File: src/design/prq_pkg.sv
// ----------------------------------------------------------------------------
// prq_pkg: shared types and codes of the priority ready queue
// Command and status codes, payload structs, list entry and control structs.
// ----------------------------------------------------------------------------
`default_nettype none

package prq_pkg;

    localparam int PRQ_MAX_TASKS = 16;

    localparam logic [1:0] CMD_ENQ = 2'd0;
    localparam logic [1:0] CMD_DEQ = 2'd1;
    localparam logic [1:0] CMD_SEL = 2'd2;

    localparam logic [1:0] STAT_OK      = 2'd0;
    localparam logic [1:0] STAT_FULL    = 2'd1;
    localparam logic [1:0] STAT_MISSING = 2'd2;
    localparam logic [1:0] STAT_DUP     = 2'd3;

    localparam logic CFG_IDLE_TASK_ID  = 1'b0;
    localparam logic CFG_IDLE_PRIORITY = 1'b1;

    typedef struct packed {
        logic [1:0] command;
        logic [7:0] task_id;
        logic [7:0] priority_req;
    } t_in;

    typedef struct packed {
        logic [7:0] chosen_task;
        logic       chose_idle;
        logic [1:0] status;
    } t_out;

    typedef struct packed {
        logic [7:0] task_id;
        logic [7:0] prio;
    } t_entry;

    typedef struct packed {
        logic clear;
        logic step;
        logic first;
    } t_cmp_ctl;

    typedef struct packed {
        logic       found;
        logic [7:0] best_task;
        logic [7:0] best_prio;
    } t_cmp_res;

    typedef enum logic [2:0] {
        ST_IDLE,
        ST_SCAN,
        ST_EXEC,
        ST_SHIFT,
        ST_DONE
    } t_state;

endpackage

`default_nettype wire

File: src/design/prq_cmp_unit.sv
// ----------------------------------------------------------------------------
// prq_cmp_unit: shared compare unit of the list scan
// Takes one list entry per step; tracks the first id match and the earliest
// entry of highest priority.
// ----------------------------------------------------------------------------
`default_nettype none

module prq_cmp_unit
    import prq_pkg::*;
#(
    parameter int AW = 4
) (
    input  wire logic          i_clk,
    input  wire logic          i_rst_n,
    input  wire t_cmp_ctl      i_ctl,
    input  wire logic [AW-1:0] i_index,
    input  wire logic [7:0]    i_key,
    input  wire t_entry        i_entry,
    output t_cmp_res           o_res,
    output logic [AW-1:0]      o_slot
);

    logic          r_found;
    logic [AW-1:0] r_slot;
    logic [7:0]    r_best_task;
    logic [7:0]    r_best_prio;

    always_ff @(posedge i_clk) begin
        if (!i_rst_n) begin
            r_found <= 1'b0;
        end else if (i_ctl.clear) begin
            r_found <= 1'b0;
        end else if (i_ctl.step && !r_found && (i_entry.task_id == i_key)) begin
            r_found <= 1'b1;
        end
    end

    always_ff @(posedge i_clk) begin
        if (i_ctl.step && !r_found && (i_entry.task_id == i_key)) begin
            r_slot <= i_index;
        end
        if (i_ctl.step && (i_ctl.first || (i_entry.prio > r_best_prio))) begin
            r_best_task <= i_entry.task_id;
            r_best_prio <= i_entry.prio;
        end
    end

    always_comb begin
        o_res.found     = r_found;
        o_res.best_task = r_best_task;
        o_res.best_prio = r_best_prio;
        o_slot          = r_slot;
    end

endmodule

`default_nettype wire

File: src/design/priority_ready_queue.sv
// ----------------------------------------------------------------------------
// priority_ready_queue: ready list of tasks with priority selection
// Sequencer over a list memory and one shared compare unit.
// ----------------------------------------------------------------------------
// The block takes one command at a time. Every command first scans the list
// one entry per cycle through a single read port of the list memory, then
// acts in ST_EXEC, and ST_DONE loads the answer into the output register once
// that register is free: select answers this way, enqueue likewise with one
// memory write. Dequeue then closes the gap behind the removed entry in
// ST_SHIFT, one entry a cycle since reads and writes share the memory. With an
// empty list the scan is skipped. A new beat is taken the cycle after the
// answer is loaded. The result waits in an output register; a new command is
// taken while it waits. No clearing pass follows reset: the list is empty at
// once.
`default_nettype none

module priority_ready_queue
    import prq_pkg::*;
#(
    parameter int MAX_TASKS = PRQ_MAX_TASKS
) (
    input  wire logic       i_clk,
    input  wire logic       i_rst_n,
    input  wire logic       i_cfg_we,
    input  wire logic       i_cfg_idx,
    input  wire logic [7:0] i_cfg_wdata,
    input  wire logic       i_in_valid,
    output logic            o_in_ready,
    input  wire t_in        i_in,
    output logic            o_out_valid,
    input  wire logic       i_out_ready,
    output t_out            o_out
);

    localparam int AW = $clog2(MAX_TASKS);
    localparam int CW = $clog2(MAX_TASKS + 1);

    t_state        r_state, n_state;
    t_in           r_req, n_req;
    t_out          r_res, n_res;
    t_out          r_out;
    logic          r_out_valid;
    logic [CW-1:0] r_count, n_count;
    logic [CW-1:0] r_idx, n_idx;
    logic [AW-1:0] r_didx, n_didx;
    logic          r_pend, n_pend;
    logic [7:0]    r_idle_task_id;
    logic [7:0]    r_idle_priority;

    t_entry        r_mem [MAX_TASKS];
    t_entry        r_rdata;
    logic          mem_we;
    logic [AW-1:0] mem_waddr;
    logic [AW-1:0] mem_raddr;
    t_entry        mem_wdata;

    t_cmp_ctl      cmp_ctl;
    t_cmp_res      cmp_res;
    logic [AW-1:0] cmp_slot;
    logic          out_load;

    prq_cmp_unit #(
        .AW (AW)
    ) u_cmp (
        .i_clk   (i_clk),
        .i_rst_n (i_rst_n),
        .i_ctl   (cmp_ctl),
        .i_index (r_didx),
        .i_key   (r_req.task_id),
        .i_entry (r_rdata),
        .o_res   (cmp_res),
        .o_slot  (cmp_slot)
    );

    always_ff @(posedge i_clk) begin
        if (mem_we) begin
            r_mem[mem_waddr] <= mem_wdata;
        end
        r_rdata <= r_mem[mem_raddr];
    end

    always_ff @(posedge i_clk) begin
        if (!i_rst_n) begin
            r_idle_task_id  <= 8'd0;
            r_idle_priority <= 8'd0;
        end else if (i_cfg_we) begin
            unique case (i_cfg_idx)
                CFG_IDLE_TASK_ID:  r_idle_task_id  <= i_cfg_wdata;
                CFG_IDLE_PRIORITY: r_idle_priority <= i_cfg_wdata;
                default:           ;
            endcase
        end
    end

    always_ff @(posedge i_clk) begin
        if (!i_rst_n) begin
            r_state     <= ST_IDLE;
            r_count     <= '0;
            r_pend      <= 1'b0;
            r_out_valid <= 1'b0;
        end else begin
            r_state     <= n_state;
            r_count     <= n_count;
            r_pend      <= n_pend;
            r_out_valid <= out_load || (r_out_valid && !i_out_ready);
        end
    end

    always_ff @(posedge i_clk) begin
        r_req  <= n_req;
        r_res  <= n_res;
        r_idx  <= n_idx;
        r_didx <= n_didx;
        if (out_load) begin
            r_out <= r_res;
        end
    end

    always_comb begin
        n_state   = r_state;
        n_req     = r_req;
        n_res     = r_res;
        n_count   = r_count;
        n_idx     = r_idx;
        n_didx    = r_didx;
        n_pend    = 1'b0;
        mem_we    = 1'b0;
        mem_waddr = r_didx;
        mem_wdata = r_rdata;
        mem_raddr = r_idx[AW-1:0];
        cmp_ctl   = '0;
        out_load  = 1'b0;

        unique case (r_state)
            ST_IDLE: begin
                if (i_in_valid) begin
                    n_req         = i_in;
                    n_idx         = '0;
                    cmp_ctl.clear = 1'b1;
                    n_state       = (r_count == '0) ? ST_EXEC : ST_SCAN;
                end
            end
            ST_SCAN: begin
                if (r_idx != r_count) begin
                    n_pend = 1'b1;
                    n_idx  = r_idx + CW'(1);
                    n_didx = r_idx[AW-1:0];
                end
                if (r_pend) begin
                    cmp_ctl.step  = 1'b1;
                    cmp_ctl.first = (r_didx == '0);
                end
                if ((r_idx == r_count) && r_pend) begin
                    n_state = ST_EXEC;
                end
            end
            ST_EXEC: begin
                n_res.chosen_task = r_req.task_id;
                n_res.chose_idle  = 1'b0;
                n_res.status      = STAT_OK;
                n_state           = ST_DONE;
                unique case (r_req.command)
                    CMD_ENQ: begin
                        if (cmp_res.found) begin
                            n_res.status = STAT_DUP;
                        end else if (r_count == CW'(MAX_TASKS)) begin
                            n_res.status = STAT_FULL;
                        end else begin
                            mem_we            = 1'b1;
                            mem_waddr         = r_count[AW-1:0];
                            mem_wdata.task_id = r_req.task_id;
                            mem_wdata.prio    = r_req.priority_req;
                            n_count           = r_count + CW'(1);
                        end
                    end
                    CMD_DEQ: begin
                        if (!cmp_res.found) begin
                            n_res.status = STAT_MISSING;
                        end else begin
                            n_idx   = CW'(cmp_slot) + CW'(1);
                            n_state = ST_SHIFT;
                        end
                    end
                    CMD_SEL: begin
                        if ((r_count == '0) || (r_idle_priority > cmp_res.best_prio)) begin
                            n_res.chosen_task = r_idle_task_id;
                            n_res.chose_idle  = 1'b1;
                        end else begin
                            n_res.chosen_task = cmp_res.best_task;
                        end
                    end
                    default: ;
                endcase
            end
            ST_SHIFT: begin
                if (r_idx != r_count) begin
                    n_pend = 1'b1;
                    n_idx  = r_idx + CW'(1);
                    n_didx = AW'(r_idx - CW'(1));
                end
                if (r_pend) begin
                    mem_we = 1'b1;
                end
                if ((r_idx == r_count) && !r_pend) begin
                    n_count = r_count - CW'(1);
                    n_state = ST_DONE;
                end
            end
            ST_DONE: begin
                if (!r_out_valid || i_out_ready) begin
                    out_load = 1'b1;
                    n_state  = ST_IDLE;
                end
            end
            default: n_state = ST_IDLE;
        endcase
    end

    assign o_in_ready  = (r_state == ST_IDLE);
    assign o_out_valid = r_out_valid;
    assign o_out       = r_out;

endmodule

`default_nettype wire
File: config.mk
export PLATFORM = sky130hd
export DESIGN_NAME = priority_ready_queue
export DESIGN_NICKNAME = d
export VERILOG_FILES = /design/src/design/prq_pkg.sv /design/src/design/prq_cmp_unit.sv /design/src/design/priority_ready_queue.sv
export SDC_FILE = /design/constraint.sdc
export NUM_CORES = 1
export LEC_CHECK = 0
export BUFFER_PORTS_ARGS = -buffer_cell sky130_fd_sc_hd__buf_2
export CORE_AREA = 5 5 163 165
export CTS_BUF_LIST = sky130_fd_sc_hd__clkbuf_8 sky130_fd_sc_hd__clkbuf_16
export DETAILED_ROUTE_END_ITERATION = 7
export DIE_AREA = 0 0 168 170
export PLACE_DENSITY = 0.85
export SLEW_MARGIN = 20
export SYNTH_ARGS = -nofsm -noshare
export SYNTH_HDL_FRONTEND = slang
export SYNTH_SLANG_ARGS = --single-unit
File: constraint.sdc
create_clock -name i_clk -period 6.5 [get_ports i_clk]
set_clock_uncertainty 0.2 [all_clocks]
set_input_delay 0.65 -clock i_clk [delete_from_list [all_inputs] [get_ports i_clk]]
set_output_delay 0.65 -clock i_clk [all_outputs]
set_load 0.01 [all_outputs]
==> results.toml, run 1 <==
[place]
hpwl_mm = 19.9
dpl-instance-area_um2 = 15300
port_buffers = 44
gp_congestion = 0.899

[flow_run]
drv_cap = 0

[clock_tree]
cts_max_level = 2
insertion_delay_ps = 520
cts_setup_buffers = 0
cts_buffer_depth = 3
clock-root-buffer = "clkbuf_16"
path_clk_slew_ps = 60
cts_sinks = 368
cts_tree = "built"
cts_inserted_buffers = 36
postCtsHoldBufs = 0
cts_resized = 0

[power]
vdd_drop_max_mv = 0.254
power.density_nw_per_um2 = 393
cellLeakagePower_uw = 0.00551

[floorplanning]
io_pins = 45
chipWidth_um = 168
die_h_um = 170
coreArea_um2 = 24900
initial_core_util = 0.592
rows = 58
dieArea_um2 = 28600

[sta]
fin_hold_ws_ps = 104
min_period_over_period = 0.609
finalSetupTns_ps = 0
slew_headroom = 0.292
hold_viol_final = 0
rsz0062_at_grt = "false"
worst_pin_slew_ps = 1060
fin_crit_ps = 3960
clock.fmax_ghz = 0.253
drv_slew = 0
setup_viol_count_final = 0

[logic_synthesis]
syn_inst = 822
synth_ff_type = "edfxtp_1"
synth_top_family_by_area = "multiplexers"
synth-async-reset-ratio = 0
synth-seq-cells = 368
synth_cell_types = 50
ys_seq_area_frac = 0.720
synth_nets = 876
synth_xor_area_frac = 0.0143
syn-mean-instance-area_um2 = 17.9
syn-cell-area_um2 = 14700
muxShareOfSynthArea = 0.136
yosysWarnings = 0
synth_compound_area_frac = 0.0381
synthAdderAreaFrac = 0.0192
synth_edf_count = 325
synthSimpleGateAreaFrac = 0.0535

[grt]
grt_pass1_vias = 7975
grt_use_total = 0.226
grt_overflow = 0
grt_antenna_before_repair = 1
grt_pass1_wl_mm = 48.2
grt_max_degree = 70

[critical_path]
required_ps = 6430
crit_chain = "or3b_4 > a2111oi_4 > buf_4 > a31oi_1 > nor2_2"
cp-end-kind = "register"
startpoint_type = "register"
worstPathArrival_ps = 3890
cp_slowest_cell = "nor2_2"
crit_path_max_fanout = 18
critPathTopFamily = "simple AND/OR/NAND/NOR gates"
cp.buffers_inverters = 1
r2r_slack_ps = 2540
cpPeakStageDelay_ps = 870
crit_type = "reg -> reg"

[finish]
layout_commonest_cell = "edfxtp_1"
nNetsFinal = 937
post-route-util = 0.663
finalInstanceArea_um2 = 16500
area_delta_synth_final_pct = 12.0
diodes = 0
final_cell_mix = "edfxtp_1 (325), mux4_2 (80), buf_2 (44)"
drive_gt1_frac = 0.249
fillers = 1553
multi_input_area_um2 = 3860
register_area_um2 = 10600

[drt]
drc = 0
wl_mm = 32.2
firstDrtPassIters = 6
drt-initial-drc-count = 1057
vias_per_cell = 6.39
antenna_left = 0
avgRoutedWirePerCell_um = 25.9
detailroute.via_count = 7935

[run_status]
status = "completed"

[min_path]
hp-class = "in -> reg"
[synth_stat cells, types with 9 or more instances]
master | n | area (um2)
xnor2_1 | 13 | 114
nand4_1 | 14 | 87.6
nor2_1 | 44 | 165
nor2b_1 | 10 | 62.6
mux2_2 | 16 | 180
nand3_1 | 15 | 75.1
o31ai_1 | 9 | 67.6
nand2_1 | 41 | 154
inv_1 | 23 | 86.3
nor3_1 | 11 | 55.1
clkbuf_1 | 22 | 82.6
dfxtp_1 | 43 | 861
mux4_2 | 80 | 1800
edfxtp_1 | 325 | 9760
ha_1 | 21 | 263
a21oi_1 | 30 | 150
xor2_1 | 11 | 96.3
o21ai_0 | 11 | 55.1
a31oi_1 | 15 | 93.8
[area by class of cell]
class	count	area share
clock buffer	37	0.0561
clock inverter	29	0.0144
inverter	23	0.00523
multi-input combinational	391	0.234
sequential	368	0.643
tap	330	0.0250
timing repair buffer	63	0.0220
[per-stage QoR]
| step | std cells | power [uW] | worst slack (ps) |
|---|---|---|---|
| 5_1_grt | 1241 | 6750 | 2380 |
| 6_report | 1241 | 6500 | 2540 |
| 3_5_place_dp | 1175 | 4460 | 2570 |
| 3_3_place_gp | 1175 | 4390 | 2680 |
| 4_1_cts | 1241 | 6520 | 2520 |
| 2_1_floorplan | 822 | 4040 | 3460 |
[path summary, 6_finish.rpt]
check,startpoint,end,cells after the start
hold / removal,i_in[13],r_req[13],1
setup / recovery,r_state[1],r_mem[3][2],5
hold reg to reg,r_res[0],o_out[0],0
setup reg to reg,r_state[1],r_mem[3][2],5
[registers in the layout (all words and copies together), names as in the netlist]
register / cells
u_cmp.o_slot: 4
r_mem: 256
o_out: 11
r_idle_priority: 8
r_idle_task_id: 8
u_cmp.r_found: 1
r_count: 5
r_pend: 1
o_out_valid: 1
r_rdata: 16
u_cmp.r_best_task: 8
r_didx: 4
r_state: 3
r_res: 11
u_cmp.r_best_prio: 8
r_req: 18
r_idx: 5
[per-layer routing]
layer  share of wire  vias up  routed length [um]  GRT usage
met2            0.48      467               15400      0.356
met3            0.10       78                3320     0.0569
met1            0.38     3993               12300      0.313
li1                -     3395                   -          -
met4           0.037        2                1190     0.0797
met5         0.00022        -                   7          0
[cell families (layout without fill, tap and decap cells)]
group	after synthesis	after routing
flops	368	368
simple gates	160	160
mux	98	98
compound gates	87	87
buf+inv	63	152
xor+xnor	24	24
fa+ha+maj	22	22
[report_power, final]
group / internal (uW) / total [uW] / switching (uW)
clock: 1170 / 2050 / 886
sequential: 3030 / 3160 / 130
combinational: 497 / 1290 / 790
total: 4690 / 6500 / 1810
Power figures use the tool's default switching activity.
==> run 2: changes to the inputs <==
--- a/config.mk
+++ b/config.mk
@@ -6,11 +6,11 @@
 export NUM_CORES = 1
 export LEC_CHECK = 0
 export BUFFER_PORTS_ARGS = -buffer_cell sky130_fd_sc_hd__buf_2
-export CORE_AREA = 5 5 163 165
+export CORE_AREA = 5 5 169 171
 export CTS_BUF_LIST = sky130_fd_sc_hd__clkbuf_8 sky130_fd_sc_hd__clkbuf_16
 export DETAILED_ROUTE_END_ITERATION = 7
-export DIE_AREA = 0 0 168 170
-export PLACE_DENSITY = 0.85
+export DIE_AREA = 0 0 174 176
+export PLACE_DENSITY = 0.83
 export SLEW_MARGIN = 20
 export SYNTH_ARGS = -nofsm -noshare
 export SYNTH_HDL_FRONTEND = slang
==> constraint.sdc (replaced) <==
create_clock -name i_clk -period 3.4 [get_ports i_clk]
set_clock_uncertainty 0.2 [all_clocks]
set_input_delay 0.34 -clock i_clk [delete_from_list [all_inputs] [get_ports i_clk]]
set_output_delay 0.34 -clock i_clk [all_outputs]
set_load 0.01 [all_outputs]
==> results.toml, run 2 (synthesized netlist as in run 1, its figures left out) <==
[run_status]
status = "completed"

[grt]
grt_max_degree = 69
grt_overflow = 0
grt_antenna_before_repair = 0
grt_use_total = 0.210
grt_pass1_vias = 8046
grt_pass1_wl_mm = 48.6

[finish]
diodes = 0
post-route-util = 0.634
nNetsFinal = 977
area_delta_synth_final_pct = 14.9
largest_reg_flops = 256
layout_commonest_cell = "edfxtp_1"
drive_gt1_frac = 0.248
top_regs = "r_mem: 256 flops, r_req: 18 flops, r_rdata: 16 flops"
top_register = "r_mem"
final_cell_mix = "edfxtp_1 (325), mux4_2 (80), buf_2 (44)"
finalInstanceArea_um2 = 16900
fillers = 1765

[place]
dpl-instance-area_um2 = 15500
gp_congestion = 0.880
port_buffers = 44
hpwl_mm = 18.2

[sta]
worst_pin_slew_ps = 1050
slew_headroom = 0.299
setup_viol_count_final = 0
rsz0062_at_grt = "false"
hold_viol_final = 0
finalSetupTns_ps = 0
clock.fmax_ghz = 0.310
fin_crit_ps = 3230
min_period_over_period = 0.949
drv_slew = 0

[floorplanning]
io_pins = 45
rows = 60
initial_core_util = 0.552
chipWidth_um = 174
die_h_um = 176
coreArea_um2 = 26700
dieArea_um2 = 30600

[power]
p_sw_frac = 0.269
internal-power_uw = 8920
seqPwrFrac = 0.496
p_comb_frac = 0.194
cellLeakagePower_uw = 0.00570
p_sw_uw = 3290
power.density_nw_per_um2 = 721
p_clk_frac = 0.310
design_power_total_uw = 12200
vdd_drop_max_mv = 0.466

[critical_path]
crit_path_max_fanout = 16
cp-end-kind = "register"
reg2reg_depth = 4
crit_type = "reg -> reg"
startpoint_type = "register"
worstPathArrival_ps = 3160
required_ps = 3330

[clock_tree]
cts_setup_buffers = 0
path_clk_slew_ps = 60
cts_sinks = 368
insertion_delay_ps = 530
cts_max_level = 2
cts_inserted_buffers = 37
cts_buffer_depth = 3
clock-root-buffer = "clkbuf_16"
cts_tree = "built"

[drt]
drc = 0
detailroute.via_count = 7915
wl_mm = 31.5
avgRoutedWirePerCell_um = 24.4
antenna_left = 0
vias_per_cell = 6.12
drt-initial-drc-count = 972
firstDrtPassIters = 5

[min_path]
min_delay_path_depth = 3
hp-class = "in -> reg"

[flow_run]
drv_cap = 0
-- run 2: per-layer routing --
| layer | global-route usage | part of all wire | vias up |
|---|---|---|---|
| li1 | - | - | 3482 |
| met1 | 0.286 | 0.39 | 3964 |
| met2 | 0.348 | 0.49 | 383 |
| met3 | 0.0437 | 0.085 | 86 |
| met4 | 0.0666 | 0.034 | 0 |
| met5 | 0 | 0 | - |
-- run 2: final cells by class --
class                           instances  area, um2  area share
Clock inverter                         28        179      0.0106
Tap cell                              341        427      0.0252
Timing Repair Buffer                  102        758      0.0448
Sequential cell                       368      10600       0.627
Clock buffer                           40        967      0.0571
Inverter                               23       86.3     0.00510
Multi-Input combinational cell        391       3900       0.230
-- run 2: stage by stage --
stage	instances	setup WS [ps]	hold slack, ps
after floorplan	822	356	200
after global placement	1194	250	203
after detailed placement	1194	154	205
after global routing	1293	8.47	31.7
final	1293	175	25.5
after CTS	1293	103	14.5
-- run 2: final timing paths --
kind               from          end  slack, ps
max           r_req[16]  r_mem[7][3]        170
max reg2reg   r_req[16]  r_mem[7][3]        170
min          i_in_valid   r_state[0]         30
min reg2reg    r_res[6]     o_out[6]        210
-- run 2: what timing repair did --
action | 4_1_cts | 5_1_grt
hold buffers | 31 | 0
endpoints found under the hold margin | 39 | 0
gates resized for setup | 0 | 1
endpoints found under the setup margin | 0 | 3
-- run 2: worst max-delay path, stage by stage (launching register included) --
cell and delay [ps]:
edfxtp_1 430, or2_2 370, a2111oi_4 610, a31oi_1 340, nor2_2 890
-- run 2: power by group through the flow --
stage / registers, uW / clock network, uW / logic, uW
finish: 6050 / 3780 / 2370
global route: 6070 / 4070 / 2600
CTS: 6040 / 3850 / 2390
detailed placement: 6130 / 0 / 2320
global placement: 6110 / 0 / 2240
floorplan: 6000 / 0 / 1720
==> run 3: changes to the inputs <==
--- a/config.mk
+++ b/config.mk
@@ -10,6 +10,7 @@
 export CTS_BUF_LIST = sky130_fd_sc_hd__clkbuf_8 sky130_fd_sc_hd__clkbuf_16
 export DETAILED_ROUTE_END_ITERATION = 7
 export DIE_AREA = 0 0 174 176
+export MAX_ROUTING_LAYER = met4
 export PLACE_DENSITY = 0.83
 export SLEW_MARGIN = 20
 export SYNTH_ARGS = -nofsm -noshare
==> results.toml, run 3 (synthesized netlist as in run 1, its figures left out) <==
[place]
gp_congestion = 0.895
port_buffers = 44
dp.cells = 1194
hpwl_mm = 18.2

[power]
cellLeakagePower_uw = 0.00570
vdd_drop_max_mv = 0.466
power.density_nw_per_um2 = 721

[drt]
detailroute.via_count = 7904
drc = 0
avgRoutedWirePerCell_um = 24.4
vias_per_cell = 6.11
antenna_left = 0
wl_mm = 31.6
drt-initial-drc-count = 901
firstDrtPassIters = 5

[critical_path]
worstPathArrival_ps = 3190
crit_path_max_fanout = 16
crit_type = "reg -> reg"
startpoint_type = "register"
cp-end-kind = "register"
required_ps = 3340
r2r_slack_ps = 150

[sta]
fin_hold_ws_ps = 16.3
fin_crit_ps = 3250
clock.fmax_ghz = 0.308
slew_headroom = 0.292
drv_slew = 0
hold_viol_final = 0
worst_pin_slew_ps = 1060
setup_viol_count_final = 0
rsz0062_at_grt = "false"
finalSetupTns_ps = 0
min_period_over_period = 0.955

[floorplanning]
coreArea_um2 = 26700
io_pins = 45
dieArea_um2 = 30600
die_h_um = 176
rows = 60
initial_core_util = 0.552
chipWidth_um = 174

[clock_tree]
path_clk_slew_ps = 60
cts_buffer_depth = 3
cts_max_level = 2
cts_tree = "built"
clock-root-buffer = "clkbuf_16"
insertion_delay_ps = 540
cts_sinks = 368
cts_setup_buffers = 0
cts_inserted_buffers = 37

[finish]
top_register = "r_mem"
drive_gt1_frac = 0.248
fillers = 1765
area_delta_synth_final_pct = 14.9
largest_reg_flops = 256
top_regs = "r_mem: 256 flops, r_req: 18 flops, r_rdata: 16 flops"
final_cell_mix = "edfxtp_1 (325), mux4_2 (80), buf_2 (44)"
layout_commonest_cell = "edfxtp_1"
diodes = 0
nNetsFinal = 977
instances_no_fill = 1293
post-route-util = 0.633

[run_status]
status = "completed"

[grt]
grt_max_degree = 69
grt_overflow = 0
grt_antenna_before_repair = 0
grt_use_total = 0.217
grt_pass1_vias = 8021
grt_pass1_wl_mm = 48.7

[min_path]
hp-class = "in -> reg"

[flow_run]
drv_cap = 0
==> run 3: layout make-up <==
cell class / count / area [um2] / share of cell area
multi-input cells: 391 / 3890 / 0.230
inverters: 23 / 86.3 / 0.00510
well taps: 341 / 427 / 0.0252
clock buffers: 40 / 967 / 0.0571
clock inverters: 28 / 179 / 0.0106
repair buffers: 102 / 758 / 0.0448
flip-flops and latches: 368 / 10600 / 0.627
==> run 3: path summary, 6_finish.rpt <==
kind	from	end	depth (start not counted)
min reg2reg	r_res[6]	o_out[6]	0
max reg2reg	r_req[16]	r_mem[6][8]	4
max	r_req[16]	r_mem[6][8]	4
min	i_in_valid	r_state[0]	3
==> run 3: through the flow <==
step / total power, uW / setup WS, ps / area [um2]
6_report: 12200 / 152 / 16900
3_5_place_dp: 8450 / 154 / 15500
4_1_cts: 12300 / 103 / 16900
3_3_place_gp: 8350 / 250 / 15500
5_1_grt: 12700 / 9.30 / 16900
2_1_floorplan: 7720 / 356 / 14700
==> run 3: worst max-delay path, stage by stage (launching register included) <==
cell and delay, ps:
edfxtp_1 430, or2_2 370, a2111oi_4 620, a31oi_1 350, nor2_2 880
==> run 3: what timing repair did <==
action	in CTS	in global routing
hold endpoints to repair	39	0
hold buffers	31	0
resized for setup	0	0
==> run 3: power by group <==
part	internal (uW)	switching, uW
Combinational	995	1370
Sequential	5790	265
Clock	2140	1650
==> run 3: per-layer routing <==
layer | GRT usage | vias to the layer above | part of all wire
li1 | - | 3474 | -
met1 | 0.285 | 3970 | 0.39
met2 | 0.348 | 382 | 0.49
met3 | 0.0448 | 78 | 0.086
met4 | 0.0670 | 0 | 0.032
met5 | - | - | 0
